**config.mk**
```make
export PLATFORM = sky130hd
export DESIGN_NAME = text_console_cursor_engine_unit_flat
export DESIGN_NICKNAME = d
export VERILOG_FILES = /design/src/hw/rtl/tcce_pkg.sv /design/src/hw/rtl/tcce_cmd_if.sv /design/src/hw/rtl/tcce_res_if.sv /design/src/hw/rtl/tcce_cursor.sv /design/src/hw/rtl/text_console_cursor_engine_unit.sv /design/src/flat_wrapper.sv
export SDC_FILE = /design/constraint.sdc
export NUM_CORES = 1
export LEC_CHECK = 0
export ABC_AREA = 1
export BUFFER_PORTS_ARGS = -buffer_cell sky130_fd_sc_hd__buf_2
export CAP_MARGIN = 0
export CORE_ASPECT_RATIO = 0.6
export CORE_MARGIN = 4
export CORE_UTILIZATION = 48
export DETAILED_ROUTE_END_ITERATION = 16
export GPL_ROUTABILITY_DRIVEN = 0
export PLACE_DENSITY = 0.71
export SETUP_SLACK_MARGIN = 0.15
export SYNTH_ARGS = -nofsm -noshare
export SYNTH_HDL_FRONTEND = slang
export SYNTH_HIERARCHICAL = 1
export SYNTH_SLANG_ARGS = --single-unit
```
**constraint.sdc**
```tcl
create_clock -name i_clk -period 4.6 [get_ports i_clk]
set_input_delay 1.15 -clock i_clk [delete_from_list [all_inputs] [get_ports i_clk]]
set_output_delay 1.15 -clock i_clk [all_outputs]
set_load 0.05 [all_outputs]
```
**src/hw/rtl/tcce_pkg.sv**
```systemverilog
// ----------------------------------------------------------------------------
// tcce_pkg
// Shared types and constants for the text console cursor engine: field
// widths, command and control-character codes, register indexes and the
// decode record passed from the cursor logic to the top level.
// ----------------------------------------------------------------------------
package tcce_pkg;

    // Field widths fixed by the command and result formats.
    localparam int COL_W  = 6;
    localparam int ROW_W  = 5;
    localparam int CHAR_W = 8;
    localparam int CODE_W = 7;
    localparam int OFS_W  = 19;
    localparam int LEFT_W = 10;
    localparam int TOP_W  = 9;

    // Configuration port geometry.
    localparam int ADDR_W = 5;
    localparam int DATA_W = 32;

    // Command opcodes.
    typedef enum logic [0:0] {
        OP_PUT   = 1'b0,
        OP_CLEAR = 1'b1
    } t_opcode;

    // Control characters acted on by a put.
    localparam logic [CHAR_W-1:0] CH_BS  = 8'h08;
    localparam logic [CHAR_W-1:0] CH_TAB = 8'h09;
    localparam logic [CHAR_W-1:0] CH_LF  = 8'h0A;
    localparam logic [CHAR_W-1:0] CH_CR  = 8'h0D;
    localparam logic [CHAR_W-1:0] CH_PRINT_LO = 8'h20;
    localparam logic [CHAR_W-1:0] CH_PRINT_HI = 8'h7F;

    // Tab stops fall on multiples of this many columns.
    localparam logic [COL_W:0] TAB_STEP = 7'd8;
    localparam logic [COL_W:0] TAB_MASK = 7'h78;

    // Register indexes (word address paddr[4:2]).
    typedef enum logic [2:0] {
        REG_WIN_LEFT   = 3'd0,
        REG_WIN_TOP    = 3'd1,
        REG_WIN_RIGHT  = 3'd2,
        REG_WIN_BOTTOM = 3'd3,
        REG_TEXT_COLS  = 3'd4,
        REG_TEXT_ROWS  = 3'd5
    } t_reg_idx;

    // Reset values of the registers.
    localparam logic [LEFT_W-1:0] RST_WIN_LEFT   = 10'd48;
    localparam logic [TOP_W-1:0]  RST_WIN_TOP    = 9'd48;
    localparam logic [LEFT_W-1:0] RST_WIN_RIGHT  = 10'd592;
    localparam logic [TOP_W-1:0]  RST_WIN_BOTTOM = 9'd432;
    localparam logic [COL_W-1:0]  RST_TEXT_COLS  = 6'd45;
    localparam logic [ROW_W-1:0]  RST_TEXT_ROWS  = 5'd16;

    // What one command does, as seen by the rest of the pipeline.
    typedef struct packed {
        logic              draw;
        logic [CODE_W-1:0] code;
        logic              scroll;
        logic              clear;
        logic [COL_W-1:0]  col;
        logic [ROW_W-1:0]  row;
        logic [COL_W-1:0]  pos_col;
        logic [ROW_W-1:0]  pos_row;
    } t_step;

endpackage

```
**src/hw/rtl/tcce_cmd_if.sv**
```systemverilog
// ----------------------------------------------------------------------------
// tcce_cmd_if
// Command channel: one put or clear command per transfer.
// ----------------------------------------------------------------------------
interface tcce_cmd_if;
    import tcce_pkg::*;

    logic              valid;
    logic              ready;
    logic [0:0]        opcode;
    logic [CHAR_W-1:0] char_code;

    modport source (output valid, opcode, char_code, input ready);
    modport sink   (input valid, opcode, char_code, output ready);

endinterface

```
**src/hw/rtl/tcce_res_if.sv**
```systemverilog
// ----------------------------------------------------------------------------
// tcce_res_if
// Result channel: draw, scroll and clear requests plus the new cursor.
// ----------------------------------------------------------------------------
interface tcce_res_if;
    import tcce_pkg::*;

    logic              valid;
    logic              ready;
    logic              draw_glyph;
    logic [CODE_W-1:0] glyph_code;
    logic [OFS_W-1:0]  draw_offset;
    logic              scroll_up;
    logic              clear_window;
    logic [COL_W-1:0]  cursor_col;
    logic [ROW_W-1:0]  cursor_row;

    modport source (output valid, draw_glyph, glyph_code, draw_offset, scroll_up,
                    clear_window, cursor_col, cursor_row, input ready);
    modport sink   (input valid, draw_glyph, glyph_code, draw_offset, scroll_up,
                    clear_window, cursor_col, cursor_row, output ready);

endinterface

```
**src/hw/rtl/tcce_cursor.sv**
```systemverilog
// ----------------------------------------------------------------------------
// tcce_cursor
// Next-cursor logic for one command: control characters, printable glyphs,
// line wrap and scroll clamp. Purely combinational; the caller holds the
// cursor registers.
// ----------------------------------------------------------------------------
module tcce_cursor (
    input  logic [0:0]                  i_opcode,
    input  logic [tcce_pkg::CHAR_W-1:0] i_char_code,
    input  logic [tcce_pkg::COL_W-1:0]  i_col,
    input  logic [tcce_pkg::ROW_W-1:0]  i_row,
    input  logic [tcce_pkg::COL_W-1:0]  i_text_columns,
    input  logic [tcce_pkg::ROW_W-1:0]  i_text_rows,
    output tcce_pkg::t_step             o_step
);
    import tcce_pkg::*;

    // One extra column bit and two extra row bits hold the values that
    // overflow before the wrap and clamp checks.
    logic [COL_W:0]   col;
    logic [ROW_W+1:0] row;
    logic [ROW_W-1:0] rows;

    always_comb begin
        o_step  = '0;
        col     = {1'b0, i_col};
        row     = {2'b0, i_row};
        rows    = (i_text_rows == '0) ? ROW_W'(1) : i_text_rows;
        o_step.pos_col = i_col;
        o_step.pos_row = i_row;

        if (i_opcode == OP_CLEAR) begin
            // Clear homes the cursor; the fill starts at the window corner.
            col = '0;
            row = '0;
            o_step.clear   = 1'b1;
            o_step.pos_col = '0;
            o_step.pos_row = '0;
        end else begin
            case (i_char_code)
                CH_BS: begin
                    if (col != '0) begin
                        col = col - 1'b1;
                    end
                end
                CH_TAB: begin
                    col = (col + TAB_STEP) & TAB_MASK;
                end
                CH_CR: begin
                    col = '0;
                end
                CH_LF: begin
                    col = '0;
                    row = row + 1'b1;
                end
                default: begin
                    if (i_char_code inside {[CH_PRINT_LO:CH_PRINT_HI]}) begin
                        o_step.draw = 1'b1;
                        o_step.code = i_char_code[CODE_W-1:0];
                        col = col + 1'b1;
                    end
                end
            endcase

            // Wrap past the last column onto the next line.
            if (col >= {1'b0, i_text_columns}) begin
                col = '0;
                row = row + 1'b1;
            end

            // Past the last line: scroll and stay on the last line.
            if (row >= {2'b0, rows}) begin
                o_step.scroll = 1'b1;
                row = {2'b0, rows - 1'b1};
            end
        end

        o_step.col = col[COL_W-1:0];
        o_step.row = row[ROW_W-1:0];
    end

endmodule

```
**src/hw/rtl/text_console_cursor_engine_unit.sv**
```systemverilog
// ----------------------------------------------------------------------------
// text_console_cursor_engine_unit
// Each result passes through three register stages. Throughput: one
// command per cycle unless a refused result stalls the pipeline; the cursor
// register loop through the next-cursor logic is the only feedback path,
// so commands run back to back. The offset multiplies sit in the two
// stages after that loop.
// Reset: synchronous active-low i_rst_n empties the pipeline, homes the
// cursor and loads the register defaults.
// ----------------------------------------------------------------------------
module text_console_cursor_engine_unit #(
    parameter int SCREEN_WIDTH = 640,
    parameter int GLYPH_WIDTH  = 12,
    parameter int GLYPH_HEIGHT = 24
) (
    input  logic                        i_clk,
    input  logic                        i_rst_n,
    tcce_cmd_if.sink                    i_cmd,
    tcce_res_if.source                  o_res,
    input  logic                        psel,
    input  logic                        penable,
    input  logic                        pwrite,
    input  logic [tcce_pkg::ADDR_W-1:0] paddr,
    input  logic [tcce_pkg::DATA_W-1:0] pwdata,
    output logic [tcce_pkg::DATA_W-1:0] prdata,
    output logic                        pready
);
    import tcce_pkg::*;

    // Configuration registers.
    logic [LEFT_W-1:0] r_win_left;
    logic [TOP_W-1:0]  r_win_top;
    logic [LEFT_W-1:0] r_win_right;
    logic [TOP_W-1:0]  r_win_bottom;
    logic [COL_W-1:0]  r_text_cols;
    logic [ROW_W-1:0]  r_text_rows;

    // Cursor state.
    logic [COL_W-1:0]  r_col;
    logic [ROW_W-1:0]  r_row;

    // Pipeline stages.
    logic              r_v1, r_v2, r_v3;
    t_step             r_step1, r_step2, r_step3;
    logic [OFS_W-1:0]  r_xpix2, r_ypix2;
    logic [OFS_W-1:0]  r_offset3;

    t_step             n_step;
    logic [OFS_W-1:0]  n_offset;
    logic              advance;
    logic              cmd_xfer;
    logic              cfg_wr;
    logic [2:0]        reg_idx;

    assign pready   = 1'b1;
    assign cfg_wr   = psel & penable & pwrite & pready;
    assign reg_idx  = paddr[ADDR_W-1:2];

    // Stall the whole pipeline only while a finished result is refused.
    assign advance     = !r_v3 || o_res.ready;
    assign i_cmd.ready = advance;
    assign cmd_xfer    = i_cmd.valid & advance;

    // Register writes.
    always_ff @(posedge i_clk) begin
        if (!i_rst_n) begin
            r_win_left   <= RST_WIN_LEFT;
            r_win_top    <= RST_WIN_TOP;
            r_win_right  <= RST_WIN_RIGHT;
            r_win_bottom <= RST_WIN_BOTTOM;
            r_text_cols  <= RST_TEXT_COLS;
            r_text_rows  <= RST_TEXT_ROWS;
        end else if (cfg_wr) begin
            case (reg_idx)
                REG_WIN_LEFT:   r_win_left   <= pwdata[LEFT_W-1:0];
                REG_WIN_TOP:    r_win_top    <= pwdata[TOP_W-1:0];
                REG_WIN_RIGHT:  r_win_right  <= pwdata[LEFT_W-1:0];
                REG_WIN_BOTTOM: r_win_bottom <= pwdata[TOP_W-1:0];
                REG_TEXT_COLS:  r_text_cols  <= pwdata[COL_W-1:0];
                REG_TEXT_ROWS:  r_text_rows  <= pwdata[ROW_W-1:0];
                default: begin
                end
            endcase
        end
    end

    // Register reads.
    always_comb begin
        case (reg_idx)
            REG_WIN_LEFT:   prdata = DATA_W'(r_win_left);
            REG_WIN_TOP:    prdata = DATA_W'(r_win_top);
            REG_WIN_RIGHT:  prdata = DATA_W'(r_win_right);
            REG_WIN_BOTTOM: prdata = DATA_W'(r_win_bottom);
            REG_TEXT_COLS:  prdata = DATA_W'(r_text_cols);
            REG_TEXT_ROWS:  prdata = DATA_W'(r_text_rows);
            default:        prdata = '0;
        endcase
    end

    // Next cursor for the command on the input channel.
    tcce_cursor u_cursor (
        .i_opcode       (i_cmd.opcode),
        .i_char_code    (i_cmd.char_code),
        .i_col          (r_col),
        .i_row          (r_row),
        .i_text_columns (r_text_cols),
        .i_text_rows    (r_text_rows),
        .o_step         (n_step)
    );

    // Control: cursor state and stage valid bits.
    always_ff @(posedge i_clk) begin
        if (!i_rst_n) begin
            r_col <= '0;
            r_row <= '0;
            r_v1  <= 1'b0;
            r_v2  <= 1'b0;
            r_v3  <= 1'b0;
        end else if (advance) begin
            if (cmd_xfer) begin
                r_col <= n_step.col;
                r_row <= n_step.row;
            end
            r_v1 <= cmd_xfer;
            r_v2 <= r_v1;
            r_v3 <= r_v2;
        end
    end

    // Offset is taken modulo 2^19, so every product is kept at that width.
    assign n_offset = r_xpix2 + r_ypix2 * OFS_W'(SCREEN_WIDTH);

    // Payload stages: pixel coordinates, then the frame-buffer word offset.
    always_ff @(posedge i_clk) begin
        if (advance) begin
            r_step1   <= n_step;
            r_step2   <= r_step1;
            r_xpix2   <= OFS_W'(r_step1.pos_col) * OFS_W'(GLYPH_WIDTH)
                         + OFS_W'(r_win_left);
            r_ypix2   <= OFS_W'(r_step1.pos_row) * OFS_W'(GLYPH_HEIGHT)
                         + OFS_W'(r_win_top);
            r_step3   <= r_step2;
            r_offset3 <= (r_step2.draw || r_step2.clear) ? n_offset : '0;
        end
    end

    // Result channel.
    assign o_res.valid        = r_v3;
    assign o_res.draw_glyph   = r_step3.draw;
    assign o_res.glyph_code   = r_step3.code;
    assign o_res.draw_offset  = r_offset3;
    assign o_res.scroll_up    = r_step3.scroll;
    assign o_res.clear_window = r_step3.clear;
    assign o_res.cursor_col   = r_step3.col;
    assign o_res.cursor_row   = r_step3.row;

endmodule

```
**src/flat_wrapper.sv**
```systemverilog
// flat-port wrapper written by rule: the top's interface ports become plain ports
module text_console_cursor_engine_unit_flat import tcce_pkg::*;
#(
    parameter int SCREEN_WIDTH = 640,
    parameter int GLYPH_WIDTH  = 12,
    parameter int GLYPH_HEIGHT = 24
)
  (i_clk, i_rst_n, psel, penable, pwrite, paddr, pwdata, prdata, pready, i_cmd_valid, i_cmd_opcode, i_cmd_char_code, i_cmd_ready, o_res_valid, o_res_draw_glyph, o_res_glyph_code, o_res_draw_offset, o_res_scroll_up, o_res_clear_window, o_res_cursor_col, o_res_cursor_row, o_res_ready);
  tcce_cmd_if i_cmd_i ();
  tcce_res_if o_res_i ();
  input  logic i_clk;
  input  logic i_rst_n;
  input  logic psel;
  input  logic penable;
  input  logic pwrite;
  input  logic [tcce_pkg::ADDR_W-1:0] paddr;
  input  logic [tcce_pkg::DATA_W-1:0] pwdata;
  output logic [tcce_pkg::DATA_W-1:0] prdata;
  output logic pready;
  input wire logic [$bits(i_cmd_i.valid)-1:0] i_cmd_valid;
  input wire logic [$bits(i_cmd_i.opcode)-1:0] i_cmd_opcode;
  input wire logic [$bits(i_cmd_i.char_code)-1:0] i_cmd_char_code;
  output wire logic [$bits(i_cmd_i.ready)-1:0] i_cmd_ready;
  output wire logic [$bits(o_res_i.valid)-1:0] o_res_valid;
  output wire logic [$bits(o_res_i.draw_glyph)-1:0] o_res_draw_glyph;
  output wire logic [$bits(o_res_i.glyph_code)-1:0] o_res_glyph_code;
  output wire logic [$bits(o_res_i.draw_offset)-1:0] o_res_draw_offset;
  output wire logic [$bits(o_res_i.scroll_up)-1:0] o_res_scroll_up;
  output wire logic [$bits(o_res_i.clear_window)-1:0] o_res_clear_window;
  output wire logic [$bits(o_res_i.cursor_col)-1:0] o_res_cursor_col;
  output wire logic [$bits(o_res_i.cursor_row)-1:0] o_res_cursor_row;
  input wire logic [$bits(o_res_i.ready)-1:0] o_res_ready;
  assign i_cmd_i.valid = i_cmd_valid;
  assign i_cmd_i.opcode = i_cmd_opcode;
  assign i_cmd_i.char_code = i_cmd_char_code;
  assign i_cmd_ready = i_cmd_i.ready;
  assign o_res_valid = o_res_i.valid;
  assign o_res_draw_glyph = o_res_i.draw_glyph;
  assign o_res_glyph_code = o_res_i.glyph_code;
  assign o_res_draw_offset = o_res_i.draw_offset;
  assign o_res_scroll_up = o_res_i.scroll_up;
  assign o_res_clear_window = o_res_i.clear_window;
  assign o_res_cursor_col = o_res_i.cursor_col;
  assign o_res_cursor_row = o_res_i.cursor_row;
  assign o_res_i.ready = o_res_ready;
  text_console_cursor_engine_unit #(.SCREEN_WIDTH(SCREEN_WIDTH), .GLYPH_WIDTH(GLYPH_WIDTH), .GLYPH_HEIGHT(GLYPH_HEIGHT)) u_core (.i_clk(i_clk), .i_rst_n(i_rst_n), .i_cmd(i_cmd_i), .o_res(o_res_i), .psel(psel), .penable(penable), .pwrite(pwrite), .paddr(paddr), .pwdata(pwdata), .prdata(prdata), .pready(pready));
endmodule
```
==> out/results.ini <==
[global_routing]
met3_usage_pct=4.36
grt_max_degree=66
grt_use_total_pct=18.8
grt.met2_usage_pct=26.1
grt_overflow=0
grt_use_met1_pct=29.2
grt_pass1_wl_mm=33.0
grt.busiest_layer=met1
grt_pass1_vias=6441
antenna_found_initial=0

[timing]
hold_slack_ps=420
final-setup-viol-count=0
grt_setup_unrepaired=yes
finalMaxSlewViolations=0
max_freq_mhz=233
max_slew_margin_pct=29.9
layout_min_cycle_time_ps=4300
worst_pin_slew_ps=1050
finalCritPeriodShare_pct=93.5
fin_worst_skew_ps=8.93
hold_viol=0

[routing]
vias=7342
vias_per_cell=5.04
drt_wl_total_mm=21.1
drtIter0Drc=550
ant_nets=0
wl_per_cell_um=14.5
firstDrtPassIters=6
drc=0

[critical_path]
critPathBufInv=6
path_depth=32
reg2reg_depth=32
timing.rr.start=u_core/r_col[4]$_SDFFE_PN0P_
end_kind=flip-flop
startpoint_type=primary input
rr_endpoint=u_core/r_row[0]$_SDFFE_PN0P_
cp_top_family=simple AND/OR/NAND/NOR gates
path_common_cell=nand2_2
critPathRequiredTime_ps=4960
crit_fanout=5
slowest_delay_ps=220
cp.arrival_ps=4660
worst-setup-path-type=in -> reg
r2r_setup_slack_ps=550
crit_slowest_cell=ha_4

[clock_tree]
htreeDepth=4
cts-root-buf=clkbuf_16
cts_tree=yes
clkTransAtPathRegs_ps=70
clock_sinks=178
postCtsHoldBufs=0
cts-buffers-inserted=17
clock_latency_ps=430
clockBufferDepth=2

[floorplanning]
fp.dieArea_sq_um=22100
placementRows=39
die-height_um=117
dieWidth_um=189
core_sq_um=19200
boundaryPins=128
initial_utilization_pct=49.3

[job]
drv_cap=0

[placed_design]
port-buffer-count=80
dp_hpwl_mm=15.2
place_inst=1412

[synthesis]
synthFlopType=edfxtp_1
synthesis.area_sq_um=9460
synth_top_area_share_pct=36.5
synthTopCellsByCount=nand2_1 (192), nor2_1 (160), edfxtp_1 (115)
yosysWarningCount=6
yosys-top-cells-area=edfxtp_1 (37%), dfxtp_1 (13%), ha_1 (8.9%)
synth.distinct_cells=47
yosys_register_bits=178
synth_enable_flop_cells=115
synth.yosys.seq_area_share_pct=49.8
yosys.area.top_type=edfxtp_1
syn_inst=1047
synth_area_per_cell_sq_um=9.04
synthMostInstantiatedCell=nand2_1
async_flop_share_pct=0

[finish]
n_fill_cell=1646
layout.nets=1303
area_delta_synth_final_pct=19.1
drive_gt1_share_pct=22.1
finalNonFillerCells=1457

[hold_path]
hold_class=reg -> reg
hold_start=u_core/r_step1[16]$_DFFE_PN_
holdPathStages=0
min_to=u_core/r_step2[16]$_DFFE_PN_

[pwr]
power_per_cell_area_nw_per_um2=395
ir_drop_v=0.000242
total_leakage_power_nw=5.43

[run_status]
status=completed

==> metrics by stage <==
stage	area, sq um	total power [mW]	setup WS, ps	setup TNS [ps]	utilization [%]
floorplan	9550	2.81	178	0	-
global placement	10300	3.02	-288	-2330	53.8
detailed placement	10300	3.05	-468	-3830	53.8
CTS	10900	4.45	160	0	57.0
global route	11300	4.69	71.4	0	58.8
finish	11300	4.45	300	0	58.8
==> repair_timing <==
action / CTS / global route
gates cloned: 0 / 0
resized for setup: 5 / 79
endpoints found under the setup margin: 9 / 11
pin swaps: 4 / 42
hold endpoints to repair: 0 / 0
setup buffers: 3 / 9
==> per-layer routing <==
| metal | up-vias | routed length [um] |
|---|---|---|
| met3 | 22 | 1520 |
| met1 | 3390 | 10800 |
| met4 | 0 | 197 |
| li1 | 3682 | - |
| met2 | 248 | 8580 |
| met5 | - | 0 |
==> worst max-delay path by stage <==
| stage | from | end |
|---|---|---|
| floorplan | i_cmd_char_code[4] | u_core/r_row[1]$_SDFFE_PN0P_ |
| global placement | i_cmd_char_code[4] | u_core/r_row[0]$_SDFFE_PN0P_ |
| detailed placement | i_cmd_char_code[4] | u_core/r_row[0]$_SDFFE_PN0P_ |
| CTS | i_cmd_char_code[3] | u_core/r_row[0]$_SDFFE_PN0P_ |
| global route | i_cmd_char_code[4] | u_core/r_row[4]$_SDFFE_PN0P_ |
| finish | i_cmd_char_code[4] | u_core/r_row[0]$_SDFFE_PN0P_ |
==> cells by family (layout without fill, tap and decap cells) <==
family / Yosys count / count (layout) / share of synthesized area, %
adder cells (fa/ha/maj): 73 / 73 / 10.1
AO/OA/AOI/OAI: 136 / 136 / 8.16
flip-flops: 178 / 178 / 49.8
XOR/XNOR: 27 / 27 / 2.50
other: 2 / 24 / 0.0794
buffers and inverters: 168 / 290 / 7.75
AND/OR/NAND/NOR: 463 / 463 / 21.5
==> cell usage in the layout (no fill, tap or decap), types with 4 or more instances in the layout <==
cell type / synthesis / final
a22o_1: 4 / 4
nand3_1: 64 / 60
clkinv_1: 4 / 4
a22oi_1: 8 / 8
dfxtp_1: 63 / 63
inv_8: 0 / 4
nand4_1: 6 / 6
nor3_1: 6 / 6
buf_2: 2 / 75
xnor2_1: 4 / 4
buf_6: 0 / 5
nand3_2: 2 / 4
ha_1: 67 / 63
inv_2: 13 / 20
nor2_4: 3 / 12
ha_4: 0 / 4
fa_1: 6 / 6
buf_4: 25 / 49
nor2_1: 160 / 153
nor2_2: 9 / 7
clkbuf_16: 0 / 17
xor2_1: 23 / 23
nand2_1: 192 / 176
nand2_2: 7 / 23
o21ai_0: 60 / 54
conb_1: 2 / 23
a21oi_2: 3 / 4
o21ai_1: 3 / 7
edfxtp_1: 115 / 115
inv_1: 109 / 98
inv_6: 0 / 4
a21oi_1: 39 / 36
inv_4: 0 / 6
nand2_4: 5 / 5
==> registers in the layout (all words and copies together) (netlist names), 5 cells and up <==
register,count
u_core/o_res.cursor_col,6
u_core/o_res.cursor_row,5
u_core/o_res.draw_offset,19
u_core/o_res.glyph_code,7
u_core/r_col,6
u_core/r_row,5
u_core/r_step1,32
u_core/r_step2,21
u_core/r_text_cols,6
u_core/r_text_rows,5
u_core/r_win_bottom,9
u_core/r_win_left,10
u_core/r_win_right,10
u_core/r_win_top,9
u_core/r_xpix2,11
u_core/r_ypix2,11
==> power breakdown <==
group          switching [mW]  internal, mW
combinational           0.787         0.332
clock                   0.666         0.716
sequential             0.0653          1.89
total                    1.52          2.93
==> area by class of cell <==
type | instances | area (sq um) | share of cell area, %
Antenna cell | 1 | 2.50 | 0.0222
Clock buffer | 17 | 425 | 3.77
Clock inverter | 15 | 135 | 1.20
Inverter | 128 | 499 | 4.43
Multi-Input combinational cell | 722 | 4350 | 38.6
Sequential cell | 178 | 4710 | 41.8
Tap cell | 266 | 333 | 2.95
Timing Repair Buffer | 130 | 815 | 7.23
Power figures use the tool's default switching activity.
